`config.mk`:
```
export PLATFORM = sky130hd
export DESIGN_NAME = tlbmmu_ctrl
export DESIGN_NICKNAME = d
export VERILOG_FILES = /design/src/sv/tlbmmu_pkg.sv /design/src/sv/tlbmmu_ctrl.sv
export SDC_FILE = /design/constraint.sdc
export NUM_CORES = 1
export LEC_CHECK = 0
export ABC_AREA = 1
export BUFFER_PORTS_ARGS = -buffer_cell sky130_fd_sc_hd__buf_2
export CAP_MARGIN = 0
export CORE_UTILIZATION = 49
export DETAILED_ROUTE_END_ITERATION = 16
export GPL_TIMING_DRIVEN = 0
export HOLD_SLACK_MARGIN = 0.03
export PLACE_DENSITY = 0.8
export SLEW_MARGIN = 25
export SYNTH_ARGS = -nofsm -noshare
export SYNTH_HDL_FRONTEND = slang
export SYNTH_SLANG_ARGS = --single-unit
```
`constraint.sdc`:
```
create_clock -name clock -period 1.5 [get_ports clock]
set_input_delay 0.15 -clock clock [delete_from_list [all_inputs] [get_ports clock]]
set_output_delay 0.15 -clock clock [all_outputs]
set_load 0.01 [all_outputs]
```
`src/sv/tlbmmu_pkg.sv`:
```
// ----------------------------------------------------------------------------
// tlbmmu_pkg
// Shared types and constants for the two-level page-walk MMU with TLB.
// ----------------------------------------------------------------------------
package tlbmmu_pkg;

   localparam int unsigned VA_W    = 32;
   localparam int unsigned FRAME_W = 8;
   localparam int unsigned PAGE_W  = 20;
   localparam int unsigned OFF_W   = 12;
   localparam int unsigned IDX_W   = 10;
   localparam int unsigned PTE_W   = 9;
   localparam int unsigned CNT_W   = 9;
   localparam int unsigned PA_W    = 20;
   localparam int unsigned CSR_AW  = 4;
   localparam int unsigned CSR_DW  = 32;

   localparam logic [FRAME_W-1:0] KPOOL_FIRST_RST = 8'd16;
   localparam logic [FRAME_W-1:0] KPOOL_LAST_RST  = 8'd63;
   localparam logic [FRAME_W-1:0] UPOOL_FIRST_RST = 8'd64;
   localparam logic [FRAME_W-1:0] UPOOL_LAST_RST  = 8'd255;

   localparam logic [1:0] CSR_KPOOL_FIRST = 2'd0;
   localparam logic [1:0] CSR_KPOOL_LAST  = 2'd1;
   localparam logic [1:0] CSR_UPOOL_FIRST = 2'd2;
   localparam logic [1:0] CSR_UPOOL_LAST  = 2'd3;

   typedef struct packed {
      logic [VA_W-1:0]    virtual_address;
      logic [FRAME_W-1:0] table_frame;
   } req_type;

   typedef struct packed {
      logic [PA_W-1:0] physical_address;
      logic            tlb_hit;
      logic            pool_fault;
   } rsp_type;

   typedef struct packed {
      logic [FRAME_W-1:0] kpool_first;
      logic [FRAME_W-1:0] kpool_last;
      logic [FRAME_W-1:0] upool_first;
      logic [FRAME_W-1:0] upool_last;
      logic               kpool_reload;
      logic               upool_reload;
   } cfg_type;

   typedef struct packed {
      logic clear_step;
      logic load;
      logic encode;
      logic tlb_read;
      logic rd1;
      logic capture_e1;
      logic rd2;
      logic capture_e2;
      logic wr1;
      logic wr2;
      logic sweep_step;
      logic install;
      logic respond_hit;
      logic respond_fault;
   } cmd_type;

   typedef struct packed {
      logic clear_done;
      logic hit;
      logic t_fault;
      logic u_fault;
      logic ref_at_hand;
   } stat_type;

   typedef enum logic [11:0] {
      ST_CLEAR   = 12'b0000_0000_0001,
      ST_IDLE    = 12'b0000_0000_0010,
      ST_ENC     = 12'b0000_0000_0100,
      ST_DECIDE  = 12'b0000_0000_1000,
      ST_HITRESP = 12'b0000_0001_0000,
      ST_E1      = 12'b0000_0010_0000,
      ST_RD2     = 12'b0000_0100_0000,
      ST_E2      = 12'b0000_1000_0000,
      ST_WR1     = 12'b0001_0000_0000,
      ST_WR2     = 12'b0010_0000_0000,
      ST_SWEEP   = 12'b0100_0000_0000,
      ST_FAULT   = 12'b1000_0000_0000
   } state_type;

endpackage

```
`src/sv/tlbmmu_ctrl.sv`:
```
// ----------------------------------------------------------------------------
// tlbmmu_ctrl
// Sequencer for lookup, table walk, clock sweep and store clearing.
// ----------------------------------------------------------------------------
module tlbmmu_ctrl (
   input  logic                 clock,
   input  logic                 reset,
   input  logic                 start,
   output logic                 busy,
   input  tlbmmu_pkg::stat_type stat,
   output tlbmmu_pkg::cmd_type  cmd
);
   import tlbmmu_pkg::*;

   state_type state_ff, state_in;

   always_ff @(posedge clock) begin
      if (reset) begin
         state_ff <= ST_CLEAR;
      end else begin
         state_ff <= state_in;
      end
   end

   always_comb begin
      state_in = state_ff;
      cmd      = '0;
      case (state_ff)
         ST_CLEAR: begin
            cmd.clear_step = 1'b1;
            if (stat.clear_done) state_in = ST_IDLE;
         end
         ST_IDLE: begin
            if (start) begin
               cmd.load = 1'b1;
               state_in = ST_ENC;
            end
         end
         ST_ENC: begin
            cmd.encode = 1'b1;
            state_in   = ST_DECIDE;
         end
         ST_DECIDE: begin
            if (stat.hit) begin
               cmd.tlb_read = 1'b1;
               state_in     = ST_HITRESP;
            end else begin
               cmd.rd1  = 1'b1;
               state_in = ST_E1;
            end
         end
         ST_HITRESP: begin
            cmd.respond_hit = 1'b1;
            state_in        = ST_IDLE;
         end
         ST_E1: begin
            if (stat.t_fault) begin
               state_in = ST_FAULT;
            end else begin
               cmd.capture_e1 = 1'b1;
               state_in       = ST_RD2;
            end
         end
         ST_RD2: begin
            cmd.rd2  = 1'b1;
            state_in = ST_E2;
         end
         ST_E2: begin
            if (stat.u_fault) begin
               state_in = ST_FAULT;
            end else begin
               cmd.capture_e2 = 1'b1;
               state_in       = ST_WR1;
            end
         end
         ST_WR1: begin
            cmd.wr1  = 1'b1;
            state_in = ST_WR2;
         end
         ST_WR2: begin
            cmd.wr2  = 1'b1;
            state_in = ST_SWEEP;
         end
         ST_SWEEP: begin
            if (stat.ref_at_hand) begin
               cmd.sweep_step = 1'b1;
            end else begin
               cmd.install = 1'b1;
               state_in    = ST_IDLE;
            end
         end
         ST_FAULT: begin
            cmd.respond_fault = 1'b1;
            state_in          = ST_IDLE;
         end
         default: begin
            state_in = ST_CLEAR;
         end
      endcase
   end

   assign busy = (state_ff != ST_IDLE);

endmodule

```
==> flow_summary.ini <==
[outcome]
status = finished, violations left
violations = negative setup slack

[layout]
design_area_um2 = 1135
largest_reg_flops = 12
nFillCells = 108
finalNetCount = 168
num_antenna_cells = 0
seqCellArea_um2 = 251.5
stdcell_count = 175
top_register = state_ff
reg_top3 = state_ff: 12 flops
multi_input_area_um2 = 543.0
drive_gt1_frac = 0.5157
syn2layout_area_growth_pct = 42.61

[clock_network]
cts_tree = done
cts-root-buf = clkbuf_4
clk_latency_ns = 0.28
h-tree-depth = 1
clockBufferDepth = 2
cts_buffers = 3
cts_hold_buf = 0
clkTransAtPathRegs_ns = 0.08
cts_sinks = 12

[critical_path]
crit_slowest_cell = dfxtp_2
path_cells = nor2_4 > nand2_4 > nor2_4 > nand2_1 > nor2_1 > buf_2
cpPeakStageDelay_ns = 0.34
critical_path.top_delay_family = simple AND/OR/NAND/NOR gates
crit_type = flop to output port
path_max_fanout = 6
cp.required_ns = 1.35
start_kind = flop
crit_top_cell = nor2_4
cp.buffers_inverters = 1
endpoint_kind = output port
critPathArrivalTime_ns = 1.35

[global_routing]
grt_max_degree = 11
grt-ovfl-total = 0
grt.total_usage = 0.2332
grt_pass1_wl_um = 3236
grt_antenna_before_repair = 0
grt_pass1_vias = 791

[yosys]
yosysMostFrequentCell = nand2_1
synth_edf_count = 0
synth_area_leaders = dfxtp_1 30%, nand2_1 14%, inv_1 13%
synth_top_area_frac = 0.3019
ys_seq_area_frac = 0.3019
ys_types = 17
netlist_instances = 126
async_flop_share = 0
yosys_register_bits = 12
yosys-top-cells-count = 29 x nand2_1, 27 x inv_1, 19 x nor2_1
syn_area_um2 = 795.8
ys_dominant_reg_cell = dfxtp_1
synth_nets = 134
yosys.area.top_type = dfxtp_1
yosysWarnings = 0
synth_area_per_cell_um2 = 6.316

[sta]
setup_tns_ns = -0.004080
skew_ns = 0.008668
max_freq_ghz = 0.6649
period_needed_ns = 1.504
relSlewSlack = 0.7099
rsz0062_at_grt = yes
tightest_slew_ns = 0.4352
fin_ws_ns = -0.004080
post-route-period-util = 1.003
finalSetupViolCount = 1
drv_slew = 0
finalHoldViolations = 0

[routing]
via_count = 865
ant_nets = 0
post_drt_via_cell_ratio = 4.943
wire_per_inst_um = 10.96
drt_iter0_drc = 14
wirelength_um = 1918
dr.pass1.iters = 4
drc = 0

[placement]
place_area_um2 = 920.9
port_buffers = 21
gp_congestion = 0.8048
hpwlAfterDp_um = 1333
dp.cells = 163
place_ws_ns = 0.2422

[floorplanning]
initial_core_util = 0.5282
die_w_um = 42.30
io_pins = 23
die_h_um = 42.30
fp.coreArea_um2 = 1506
row_count = 14
die-area_um2 = 1789

[power_and_ir_drop]
ir_drop_uv = 739.3
cellPowerDensity_nw_per_um2 = 1238
leakage_nw = 0.6487

[hold_path]
min_path_type = primary input to flop

[job]
cap_violations = 0
## final timing paths
| path | startpoint | endpoint | slack (ns) | cells past startpoint |
|---|---|---|---|---|
| max | state_ff[9]$_SDFFE_PP0P_ | cmd[6] | -0.004 | 6 |
| min reg2reg | state_ff[10]$_SDFFE_PP0P_ | state_ff[10]$_SDFFE_PP0P_ | 0.56 | 4 |
| min | stat[3] | state_ff[5]$_SDFFE_PP0P_ | 0.06 | 2 |
| max reg2reg | state_ff[9]$_SDFFE_PP0P_ | state_ff[1]$_SDFFE_PP0P_ | 0.07 | 11 |
## power by group
part	switching [mW]	internal (mW)	total, mW	leakage, nW
Combinational	0.433	0.288	0.722	0.527
Sequential	0.0535	0.364	0.417	0.101
Clock	0.119	0.148	0.267	0.0210
Total	0.606	0.800	1.41	0.649
## cell type report
type,instances,area share
Clock buffer,4,0.03197
Inverter,28,0.09261
Sequential cell,12,0.2216
Multi-Input combinational cell,85,0.4785
Buffer,1,0.003308
Tap cell,16,0.01764
Timing Repair Buffer,29,0.1544
## cells by family after synthesis
logic type,Yosys count,share of synthesized area
AND/OR/NAND/NOR,82,0.5424
buffers and inverters,29,0.1368
flip-flops,12,0.3019
AO/OA/AOI/OAI,3,0.01886
## per-stage QoR
step / hold slack [ns] / power [mW] / utilization
3_5_place_dp: 0.3516 / 0.9820 / 0.6113
4_1_cts: 0.05895 / 1.267 / 0.6711
5_1_grt: 0.06338 / 1.507 / 0.7533
2_1_floorplan: 0.2281 / 0.8604 / -
3_3_place_gp: 0.3426 / 0.9708 / 0.6113
6_report: 0.05603 / 1.405 / 0.7533
## per-layer routing
layer	wire (um)	GRT usage	vias up	share of wire
li1	-	-	448	-
met1	868	0.2823	393	0.45
met2	967	0.4154	22	0.50
met3	61	0.03879	2	0.032
met4	20	0.07500	0	0.010
met5	0	0	-	0
## cells in the final DEF, fill, tap and decap left out, types with 2 or more instances in the layout
cell type,n
inv_1,21
nand2_1,21
buf_2,20
nor2_1,14
nor3_1,11
nand2_2,10
dfxtp_2,9
inv_2,7
nor2_4,7
buf_4,7
nor2_2,4
nand2_4,3
nor3_4,3
nand3_2,3
nand3_1,3
clkbuf_4,3
dfxtp_1,3
o21ai_0,2
buf_6,2
## worst reg2reg max path, delay by kind of cell (launching register included)
kind,cells,cell delay (ns)
and+or+nand+nor,9,0.76
DFF,1,0.34
buffers and inverters,2,0.26
## repair_timing
action	CTS	global route
cloned	0	0
pin swaps	7	10
resized for setup	15	27
buffers inserted	1	7
setup endpoints to repair	6	14
No activity file was read; power rests on OpenSTA's default activity.
